File: src/sv/hsvrgb_pkg.sv
// Shared constants, sector codes and stage payload types of the HSV to RGB565 converter.
package hsvrgb_pkg;

   // Percent inputs are limited to full scale before rescaling
   localparam logic [6:0]  PCT_FULL    = 7'd100;
   // x * 255 / 100 == (x * 255 * 5243) >> 19 for x in 0..100
   localparam logic [26:0] PCT_RECIP   = 27'd1336965;
   // hue * 255 / 360 == ((hue * 17) >> 3) / 3
   localparam logic [4:0]  HUE_MUL     = 5'd17;
   // y / 3 == (y * 43691) >> 17 for y up to 1085
   localparam logic [15:0] THIRD_RECIP = 16'd43691;
   // h / 43 == (h * 191) >> 13 for h up to 361
   localparam logic [7:0]  SECTOR_RECIP = 8'd191;
   localparam logic [5:0]  SECTOR_SPAN  = 6'd43;
   localparam logic [2:0]  REM_SCALE    = 3'd6;
   localparam logic [7:0]  CH_MAX       = 8'hFF;

   // Hue sectors; everything from five up shares the last sector
   localparam logic [3:0]  SEC_RED    = 4'd0;
   localparam logic [3:0]  SEC_YELLOW = 4'd1;
   localparam logic [3:0]  SEC_GREEN  = 4'd2;
   localparam logic [3:0]  SEC_CYAN   = 4'd3;
   localparam logic [3:0]  SEC_BLUE   = 4'd4;

   typedef struct packed {
      logic [8:0] hue_deg;   // hue rescaled to 0..361
      logic [7:0] sat;       // saturation rescaled to 0..255
      logic [7:0] val;       // value rescaled to 0..255
      logic       grey;      // zero saturation
   } scaled_type;

   typedef struct packed {
      logic [3:0] region;
      logic [7:0] rem;
      logic [7:0] sat;
      logic [7:0] val;
      logic       grey;
   } sector_type;

endpackage

File: src/sv/hsvrgb_scale.sv
// Two pipeline stages that limit and rescale hue, saturation and value.
module hsvrgb_scale (
   input  logic                   clock,
   input  logic                   reset,
   input  logic                   in_valid,
   output logic                   in_ready,
   input  logic [8:0]             in_hue,
   input  logic [6:0]             in_sat,
   input  logic [6:0]             in_val,
   output logic                   out_valid,
   input  logic                   out_ready,
   output hsvrgb_pkg::scaled_type out_pix
);
   import hsvrgb_pkg::*;

   logic        s1_valid_ff;
   logic [10:0] s1_third_ff;
   logic [10:0] s1_third_in;
   logic [7:0]  s1_sat_ff;
   logic [7:0]  s1_sat_in;
   logic [7:0]  s1_val_ff;
   logic [7:0]  s1_val_in;
   logic        s1_grey_ff;
   logic        s1_grey_in;
   logic        s2_valid_ff;
   scaled_type  s2_pix_ff;
   scaled_type  s2_pix_in;
   logic        s1_ready;
   logic        s2_ready;
   logic [6:0]  sat_lim;
   logic [6:0]  val_lim;
   logic [13:0] hue_x17;
   logic [26:0] sat_prod;
   logic [26:0] val_prod;
   logic [26:0] third_prod;

   // Stage advances when empty or when the next one takes its transaction
   assign s2_ready  = !s2_valid_ff || out_ready;
   assign s1_ready  = !s1_valid_ff || s2_ready;
   assign in_ready  = s1_ready;
   assign out_valid = s2_valid_ff;
   assign out_pix   = s2_pix_ff;

   // Stage 1: limit percents, rescale them, pre-scale hue by 17/8
   always_comb begin
      sat_lim     = (in_sat > PCT_FULL) ? PCT_FULL : in_sat;
      val_lim     = (in_val > PCT_FULL) ? PCT_FULL : in_val;
      sat_prod    = 27'(sat_lim) * PCT_RECIP;
      val_prod    = 27'(val_lim) * PCT_RECIP;
      hue_x17     = 14'(in_hue) * 14'(HUE_MUL);
      s1_third_in = hue_x17[13:3];
      s1_sat_in   = sat_prod[26:19];
      s1_val_in   = val_prod[26:19];
      s1_grey_in  = (in_sat == 7'd0);
   end

   // Stage 2: finish hue rescale with a divide by three
   always_comb begin
      third_prod        = 27'(s1_third_ff) * 27'(THIRD_RECIP);
      s2_pix_in.hue_deg = third_prod[25:17];
      s2_pix_in.sat     = s1_sat_ff;
      s2_pix_in.val     = s1_val_ff;
      s2_pix_in.grey    = s1_grey_ff;
   end

   // Advance valid bits
   always_ff @(posedge clock) begin
      if (reset) begin
         s1_valid_ff <= 1'b0;
         s2_valid_ff <= 1'b0;
      end else begin
         if (s1_ready) begin
            s1_valid_ff <= in_valid;
         end
         if (s2_ready) begin
            s2_valid_ff <= s1_valid_ff;
         end
      end
   end

   // Load payload only with a live transaction
   always_ff @(posedge clock) begin
      if (s1_ready && in_valid) begin
         s1_third_ff <= s1_third_in;
         s1_sat_ff   <= s1_sat_in;
         s1_val_ff   <= s1_val_in;
         s1_grey_ff  <= s1_grey_in;
      end
      if (s2_ready && s1_valid_ff) begin
         s2_pix_ff <= s2_pix_in;
      end
   end

endmodule

File: src/sv/hsvrgb_sector.sv
// Two pipeline stages that split the scaled hue into sector and scaled remainder.
module hsvrgb_sector (
   input  logic                   clock,
   input  logic                   reset,
   input  logic                   in_valid,
   output logic                   in_ready,
   input  hsvrgb_pkg::scaled_type in_pix,
   output logic                   out_valid,
   input  logic                   out_ready,
   output hsvrgb_pkg::sector_type out_sec
);
   import hsvrgb_pkg::*;

   logic        s3_valid_ff;
   scaled_type  s3_pix_ff;
   logic [3:0]  s3_region_ff;
   logic [3:0]  s3_region_in;
   logic        s4_valid_ff;
   sector_type  s4_sec_ff;
   sector_type  s4_sec_in;
   logic        s3_ready;
   logic        s4_ready;
   logic [16:0] region_prod;
   logic [8:0]  span;
   logic [8:0]  diff;
   logic [8:0]  rem_full;

   assign s4_ready  = !s4_valid_ff || out_ready;
   assign s3_ready  = !s3_valid_ff || s4_ready;
   assign in_ready  = s3_ready;
   assign out_valid = s4_valid_ff;
   assign out_sec   = s4_sec_ff;

   // Stage 3: sector index as hue / 43
   always_comb begin
      region_prod  = 17'(in_pix.hue_deg) * 17'(SECTOR_RECIP);
      s3_region_in = region_prod[16:13];
   end

   // Stage 4: remainder within the sector, times six
   always_comb begin
      span             = 9'(s3_region_ff) * 9'(SECTOR_SPAN);
      diff             = s3_pix_ff.hue_deg - span;
      rem_full         = diff * 9'(REM_SCALE);
      s4_sec_in.region = s3_region_ff;
      s4_sec_in.rem    = rem_full[7:0];
      s4_sec_in.sat    = s3_pix_ff.sat;
      s4_sec_in.val    = s3_pix_ff.val;
      s4_sec_in.grey   = s3_pix_ff.grey;
   end

   // Advance valid bits
   always_ff @(posedge clock) begin
      if (reset) begin
         s3_valid_ff <= 1'b0;
         s4_valid_ff <= 1'b0;
      end else begin
         if (s3_ready) begin
            s3_valid_ff <= in_valid;
         end
         if (s4_ready) begin
            s4_valid_ff <= s3_valid_ff;
         end
      end
   end

   // Load payload
   always_ff @(posedge clock) begin
      if (s3_ready && in_valid) begin
         s3_pix_ff    <= in_pix;
         s3_region_ff <= s3_region_in;
      end
      if (s4_ready && s3_valid_ff) begin
         s4_sec_ff <= s4_sec_in;
      end
   end

   // Sector index must bracket the scaled hue
   assert property (@(posedge clock) disable iff (reset)
      s3_valid_ff |-> (span <= s3_pix_ff.hue_deg) && (diff < 9'(SECTOR_SPAN)))
      else $error("sector index does not bracket scaled hue");

   assert property (@(posedge clock) disable iff (reset)
      s4_valid_ff |-> (s4_sec_ff.region <= 4'd8) && (s4_sec_ff.rem <= 8'd252))
      else $error("sector or remainder out of range");

endmodule

File: src/sv/hsvrgb_mix.sv
// Three pipeline stages that form p, q and t, pick the RGB triple and pack RGB565.
module hsvrgb_mix (
   input  logic                   clock,
   input  logic                   reset,
   input  logic                   in_valid,
   output logic                   in_ready,
   input  hsvrgb_pkg::sector_type in_sec,
   output logic                   out_valid,
   input  logic                   out_ready,
   output logic [7:0]             out_red,
   output logic [7:0]             out_green,
   output logic [7:0]             out_blue,
   output logic [15:0]            out_packed
);
   import hsvrgb_pkg::*;

   logic        s5_valid_ff;
   logic [7:0]  s5_ns_ff;
   logic [7:0]  s5_ns_in;
   logic [7:0]  s5_sq_ff;
   logic [7:0]  s5_sq_in;
   logic [7:0]  s5_st_ff;
   logic [7:0]  s5_st_in;
   logic [7:0]  s5_val_ff;
   logic [3:0]  s5_region_ff;
   logic        s5_grey_ff;
   logic        s6_valid_ff;
   logic [7:0]  s6_p_ff;
   logic [7:0]  s6_p_in;
   logic [7:0]  s6_q_ff;
   logic [7:0]  s6_q_in;
   logic [7:0]  s6_t_ff;
   logic [7:0]  s6_t_in;
   logic [7:0]  s6_val_ff;
   logic [3:0]  s6_region_ff;
   logic        s6_grey_ff;
   logic        s7_valid_ff;
   logic [7:0]  s7_red_ff;
   logic [7:0]  s7_red_in;
   logic [7:0]  s7_green_ff;
   logic [7:0]  s7_green_in;
   logic [7:0]  s7_blue_ff;
   logic [7:0]  s7_blue_in;
   logic [15:0] s7_packed_ff;
   logic [15:0] s7_packed_in;
   logic        s5_ready;
   logic        s6_ready;
   logic        s7_ready;
   logic [15:0] sq_prod;
   logic [15:0] st_prod;
   logic [15:0] p_prod;
   logic [15:0] q_prod;
   logic [15:0] t_prod;

   assign s7_ready   = !s7_valid_ff || out_ready;
   assign s6_ready   = !s6_valid_ff || s7_ready;
   assign s5_ready   = !s5_valid_ff || s6_ready;
   assign in_ready   = s5_ready;
   assign out_valid  = s7_valid_ff;
   assign out_red    = s7_red_ff;
   assign out_green  = s7_green_ff;
   assign out_blue   = s7_blue_ff;
   assign out_packed = s7_packed_ff;

   // Stage 5: saturation-weighted remainders
   always_comb begin
      s5_ns_in = CH_MAX - in_sec.sat;
      sq_prod  = 16'(in_sec.sat) * 16'(in_sec.rem);
      st_prod  = 16'(in_sec.sat) * 16'(CH_MAX - in_sec.rem);
      s5_sq_in = sq_prod[15:8];
      s5_st_in = st_prod[15:8];
   end

   // Stage 6: p, q and t scaled by value
   always_comb begin
      p_prod  = 16'(s5_val_ff) * 16'(s5_ns_ff);
      q_prod  = 16'(s5_val_ff) * 16'(CH_MAX - s5_sq_ff);
      t_prod  = 16'(s5_val_ff) * 16'(CH_MAX - s5_st_ff);
      s6_p_in = p_prod[15:8];
      s6_q_in = q_prod[15:8];
      s6_t_in = t_prod[15:8];
   end

   // Stage 7: pick components by sector and pack
   always_comb begin
      if (s6_grey_ff) begin
         s7_red_in   = s6_val_ff;
         s7_green_in = s6_val_ff;
         s7_blue_in  = s6_val_ff;
      end else begin
         case (s6_region_ff)
            SEC_RED: begin
               s7_red_in = s6_val_ff; s7_green_in = s6_t_ff; s7_blue_in = s6_p_ff;
            end
            SEC_YELLOW: begin
               s7_red_in = s6_q_ff; s7_green_in = s6_val_ff; s7_blue_in = s6_p_ff;
            end
            SEC_GREEN: begin
               s7_red_in = s6_p_ff; s7_green_in = s6_val_ff; s7_blue_in = s6_t_ff;
            end
            SEC_CYAN: begin
               s7_red_in = s6_p_ff; s7_green_in = s6_q_ff; s7_blue_in = s6_val_ff;
            end
            SEC_BLUE: begin
               s7_red_in = s6_t_ff; s7_green_in = s6_p_ff; s7_blue_in = s6_val_ff;
            end
            default: begin
               s7_red_in = s6_val_ff; s7_green_in = s6_p_ff; s7_blue_in = s6_q_ff;
            end
         endcase
      end
      s7_packed_in = {s7_red_in[7:3], s7_green_in[7:2], s7_blue_in[7:3]};
   end

   // Advance valid bits
   always_ff @(posedge clock) begin
      if (reset) begin
         s5_valid_ff <= 1'b0;
         s6_valid_ff <= 1'b0;
         s7_valid_ff <= 1'b0;
      end else begin
         if (s5_ready) begin
            s5_valid_ff <= in_valid;
         end
         if (s6_ready) begin
            s6_valid_ff <= s5_valid_ff;
         end
         if (s7_ready) begin
            s7_valid_ff <= s6_valid_ff;
         end
      end
   end

   // Load payload
   always_ff @(posedge clock) begin
      if (s5_ready && in_valid) begin
         s5_ns_ff     <= s5_ns_in;
         s5_sq_ff     <= s5_sq_in;
         s5_st_ff     <= s5_st_in;
         s5_val_ff    <= in_sec.val;
         s5_region_ff <= in_sec.region;
         s5_grey_ff   <= in_sec.grey;
      end
      if (s6_ready && s5_valid_ff) begin
         s6_p_ff      <= s6_p_in;
         s6_q_ff      <= s6_q_in;
         s6_t_ff      <= s6_t_in;
         s6_val_ff    <= s5_val_ff;
         s6_region_ff <= s5_region_ff;
         s6_grey_ff   <= s5_grey_ff;
      end
      if (s7_ready && s6_valid_ff) begin
         s7_red_ff    <= s7_red_in;
         s7_green_ff  <= s7_green_in;
         s7_blue_ff   <= s7_blue_in;
         s7_packed_ff <= s7_packed_in;
      end
   end

   // Derived components never exceed value
   assert property (@(posedge clock) disable iff (reset)
      s6_valid_ff |-> (s6_p_ff <= s6_val_ff) && (s6_q_ff <= s6_val_ff)
                      && (s6_t_ff <= s6_val_ff))
      else $error("p, q or t exceeds value");

endmodule

File: src/sv/hsv_to_rgb565_converter.sv
// Top level of the pipelined HSV to RGB888 / RGB565 pixel converter.
//
// Usage:
//   Request channel (req_valid / req_ready) carries one pixel per transaction:
//   hue in degrees (9 bits), saturation and brightness in percent (7 bits).
//   Saturation and brightness above 100 count as 100; hue past a full turn
//   falls into the last color sector.
//   Response channel (rsp_valid / rsp_ready) returns one transaction per pixel
//   with 8-bit red, green, blue and the packed RGB565 word, in request order.
//
// Pipeline and throughput:
//   Seven register stages: rescale (2), sector split (2), p/q/t forming (2)
//   and the output register. One pixel enters per cycle while the receiver
//   keeps up.
//
// Reset clears all stage valid bits; no result is pending after reset.
// When the receiver holds rsp_ready low, the output register holds its
// transaction and stages fill behind it; req_ready drops only once all
// seven stages hold a pixel.
module hsv_to_rgb565_converter (
   input  logic        clock,
   input  logic        reset,
   input  logic        req_valid,
   output logic        req_ready,
   input  logic [8:0]  req_hue,
   input  logic [6:0]  req_saturation,
   input  logic [6:0]  req_brightness,
   output logic        rsp_valid,
   input  logic        rsp_ready,
   output logic [7:0]  rsp_red,
   output logic [7:0]  rsp_green,
   output logic [7:0]  rsp_blue,
   output logic [15:0] rsp_packed_565
);
   import hsvrgb_pkg::*;

   logic       scale_valid;
   logic       scale_ready;
   scaled_type scale_pix;
   logic       sector_valid;
   logic       sector_ready;
   sector_type sector_sec;

   // Rescale inputs
   hsvrgb_scale u_scale (
      .clock     (clock),
      .reset     (reset),
      .in_valid  (req_valid),
      .in_ready  (req_ready),
      .in_hue    (req_hue),
      .in_sat    (req_saturation),
      .in_val    (req_brightness),
      .out_valid (scale_valid),
      .out_ready (scale_ready),
      .out_pix   (scale_pix)
   );

   // Split hue into sector and remainder
   hsvrgb_sector u_sector (
      .clock     (clock),
      .reset     (reset),
      .in_valid  (scale_valid),
      .in_ready  (scale_ready),
      .in_pix    (scale_pix),
      .out_valid (sector_valid),
      .out_ready (sector_ready),
      .out_sec   (sector_sec)
   );

   // Form components and drive the response register
   hsvrgb_mix u_mix (
      .clock      (clock),
      .reset      (reset),
      .in_valid   (sector_valid),
      .in_ready   (sector_ready),
      .in_sec     (sector_sec),
      .out_valid  (rsp_valid),
      .out_ready  (rsp_ready),
      .out_red    (rsp_red),
      .out_green  (rsp_green),
      .out_blue   (rsp_blue),
      .out_packed (rsp_packed_565)
   );

   // Back-pressure reaches the request side only with a full, stalled pipe
   assert property (@(posedge clock) disable iff (reset)
      !req_ready |-> rsp_valid && !rsp_ready)
      else $error("request stalled while response side is free");

   assert property (@(posedge clock) disable iff (reset)
      rsp_valid |-> rsp_packed_565 == {rsp_red[7:3], rsp_green[7:2], rsp_blue[7:3]})
      else $error("packed word disagrees with components");

endmodule
File: config.mk
export PLATFORM = sky130hd
export DESIGN_NAME = hsv_to_rgb565_converter
export DESIGN_NICKNAME = d
export VERILOG_FILES = /design/src/sv/hsvrgb_pkg.sv /design/src/sv/hsvrgb_scale.sv /design/src/sv/hsvrgb_sector.sv /design/src/sv/hsvrgb_mix.sv /design/src/sv/hsv_to_rgb565_converter.sv
export SDC_FILE = /design/constraint.sdc
export NUM_CORES = 1
export LEC_CHECK = 0
export BUFFER_PORTS_ARGS = -buffer_cell sky130_fd_sc_hd__buf_2
export CAP_MARGIN = 20
export CELL_PAD_IN_SITES_DETAIL_PLACEMENT = 0
export CELL_PAD_IN_SITES_GLOBAL_PLACEMENT = 1
export CORE_UTILIZATION = 52
export CTS_BUF_LIST = sky130_fd_sc_hd__clkbuf_16
export DETAILED_ROUTE_END_ITERATION = 16
export GPL_ROUTABILITY_DRIVEN = 0
export PLACE_DENSITY_LB_ADDON = 0.1
export SLEW_MARGIN = 20
export SYNTH_ARGS = -nofsm -noshare
export SYNTH_HDL_FRONTEND = slang
export SYNTH_SLANG_ARGS = --single-unit
export TNS_END_PERCENT = 100
File: constraint.sdc
create_clock -name clock -period 6.8 [get_ports clock]
set_input_delay 1.36 -clock clock [delete_from_list [all_inputs] [get_ports clock]]
set_output_delay 1.36 -clock clock [all_outputs]
set_load 0.02 [all_outputs]
==> results_dict.tcl <==
set metrics [dict create \
    status "finished, violations left" \
    failed_checks "design-rule violations" \
    multi_input_area_sq_mm 0.0164 \
    num-nets-final 3105 \
    ys_warn_count 0 \
    drive_gt1_share_pct 6.51 \
    critPathMaxStageDelay_ps 1020 \
    num_vias 16003 \
    cts.sinks 215 \
    drt_iter0_drc 659 \
    synth_cells 2349 \
    cts_hold_buf 0 \
    htreeDepth 1 \
    async_reset_ff_share_pct 0 \
    setup_viol 0 \
    cts_buffers 26 \
    ant_nets 0 \
    startpoint_type "flip-flop" \
    critPathCaptureType "flip-flop" \
    syn_to_final_growth_pct 7.75 \
    port-buffer-count 68 \
    first_pass_iters 12 \
    path_max_fanout 25 \
    path_clk_slew_ps 60 \
    cpLargestDelayFamily "adder cells" \
    crit_required_ps 7080 \
    skew_ps 23.1 \
    max_slew_margin_pct 30.3 \
    worst_path_max_delay_cell "edfxtp_1" \
    fillers 4032 \
    die_area_sq_mm 0.0483 \
    overflow 0 \
    initial_utilization_pct 52.8 \
    finalHoldViolCount 0 \
    worst-path-buf-inv 3 \
    cts_tree "built" \
    synth_cell_types 73 \
    netlist.area_leader.share_pct 25.3 \
    cts_resized 0 \
    syn-num-nets 3061 \
    grt_pass1_vias 16724 \
    syn_avg_cell_area_sq_um 10.5 \
    drt-total-wl_microns 48600 \
    root_buffer "clkbuf_16" \
    fp.coreArea_sq_mm 0.0467 \
    arrival_ps 5640 \
    groute.usage.overall_pct 21.1 \
    clkLatencyLatePin_ps 540 \
    cpMostUsedCell "fa_1" \
    antenna_found_initial 0 \
    grt_pass1_wl_microns 81400 \
    slew_viol_final 0 \
    die_x_microns 220 \
    final_util_pct 56.9 \
    grt_max_degree 38 \
    min_path_type "reg -> reg" \
    num_rows 79 \
    rsz0062_at_grt "no" \
    hpwl_microns 38900 \
    netlist_area_sq_mm 0.0246 \
    synth_edf_count 208 \
    worstSetupPathType "reg -> reg" \
    ys_ff_latch 215 \
    path_cells "nand2b_1, fa_1, fa_1, inv_1, fa_1, inv_1, fa_1, inv_1, ha_1, a21o_1, a221o_1, a41oi_1, nand2b_1, a21oi_1, o22ai_1" \
    yosys_most_used_dff "edfxtp_1" \
    drc 3 \
    io_pins 69 \
    ys_top_cells_by_area "edfxtp_1 (25%), fa_1 (22%), ha_1 (21%), inv_1 (6.5%), nand2b_1 (2.7%)" \
    tightest_slew_ps 1050 \
    cap_violations 0 \
    die_h_microns 220 \
    wl_per_cell_microns 16.1 \
    cts_setup_buffers 0 \
    max_freq_ghz 0.187 \
    seqCellArea_sq_mm 0.00639 \
    finalCritPeriodShare_pct 78.8 \
    ys_seq_area_share_pct 25.9 \
    antenna_cells 0 \
    viasPerCell 5.30 \
    fin_setup_tns_ps 0 \
    cts.path.max_buffers 3 \
    yosysTopAreaCell "edfxtp_1" \
    fin_crit_ps 5360 \
]
[layer usage]
metal	up-vias	part of all wire [%]	track usage [%]
met5	-	0	0
li1	7856	-	-
met2	182	53	39.3
met1	7920	44	26.7
met4	0	1.3	3.66
met3	45	2.4	1.85
[synthesized netlist by cell type (all sizes together) (5+ instances only)]
master / instances
ha: 411
nand2: 136
inv: 427
nand2b: 106
xor2: 26
nand4: 8
clkbuf: 50
o211ai: 7
a31oi: 10
nor3: 13
buf: 17
nor2: 95
nand3: 12
and2: 67
nor2b: 86
a21oi: 75
edfxtp: 208
a311oi: 10
a211oi: 19
a21o: 26
fa: 274
or3: 5
o21a: 13
o21bai: 8
a22oi: 17
xnor2: 54
o21ai: 79
or2: 7
dfxtp: 7
and3: 12
[cell usage in the layout, fill, tap and decap left out, types with 4 or more instances in the layout]
cell type / instances
xnor2_1: 54
nor3_1: 13
inv_1: 427
buf_4: 14
xor2_1: 26
clkinv_4: 4
and2_1: 65
dfxtp_1: 7
o21bai_1: 8
inv_6: 5
o21ai_0: 74
nand2b_1: 106
nor2b_1: 83
or3_1: 5
nand4_1: 8
bufinv_16: 4
ha_1: 411
a311oi_1: 10
a211oi_1: 18
or2_2: 6
o21a_1: 13
o211ai_1: 6
a31oi_1: 7
nand2_1: 135
nand3_1: 12
nor2_1: 95
a21o_1: 26
and3_1: 11
or4_1: 4
a22oi_1: 17
clkbuf_16: 27
buf_2: 68
a21oi_1: 75
edfxtp_1: 208
o21ai_1: 5
clkinv_2: 4
fa_1: 274
[final timing paths]
check / start / end / slack [ps] / cells past startpoint
worst max register to register: u_mix.s5_val_ff[2] / u_mix.s6_t_ff[6] / 1440 / 15
worst min register to register: u_scale.out_pix[13] / u_sector.s3_pix_ff[13] / 420 / 0
worst min-delay path: u_scale.out_pix[13] / u_sector.s3_pix_ff[13] / 420 / 0
worst max-delay path: u_mix.s5_val_ff[2] / u_mix.s6_t_ff[6] / 1440 / 15
[layout make-up]
type / instances / share of cell area (%)
well taps: 607 / 2.86
flip-flops and latches: 215 / 24.1
clock inverters: 21 / 0.924
multi-input cells: 1639 / 61.7
repair buffers: 84 / 1.88
clock buffers: 27 / 2.54
inverters: 427 / 6.04
[cells by family (layout without fill, tap and decap cells)]
family | Yosys count | count (layout) | share of synthesized area [%]
fa+ha+maj | 685 | 685 | 43.1
simple gates | 566 | 566 | 12.1
buf+inv | 495 | 559 | 7.81
compound gates | 306 | 306 | 8.15
flops | 215 | 215 | 25.9
xor+xnor | 80 | 80 | 2.84
mux | 2 | 2 | 0.0812
[stage by stage]
step | setup slack, ps | instance area (sq um) | hold slack [ps] | instances
floorplan | 1630 | 24600 | 400 | 2349
global placement | 1220 | 25600 | 401 | 2970
detailed placement | 1110 | 25600 | 405 | 2970
CTS | 1380 | 26500 | 420 | 3018
global route | 1130 | 26600 | 423 | 3020
finish | 1440 | 26600 | 418 | 3020
[registers in the layout, summed over array words and instances, names as in the netlist, 11 cells and up]
name,cells
u_mix.out_packed,16
u_scale.out_pix,26
u_scale.s1_third_ff,11
u_sector.out_sec,28
u_sector.s3_pix_ff,24
Power is not shown: default switching activity piles up to over one toggle a cycle in this logic, so the estimate is an artifact.
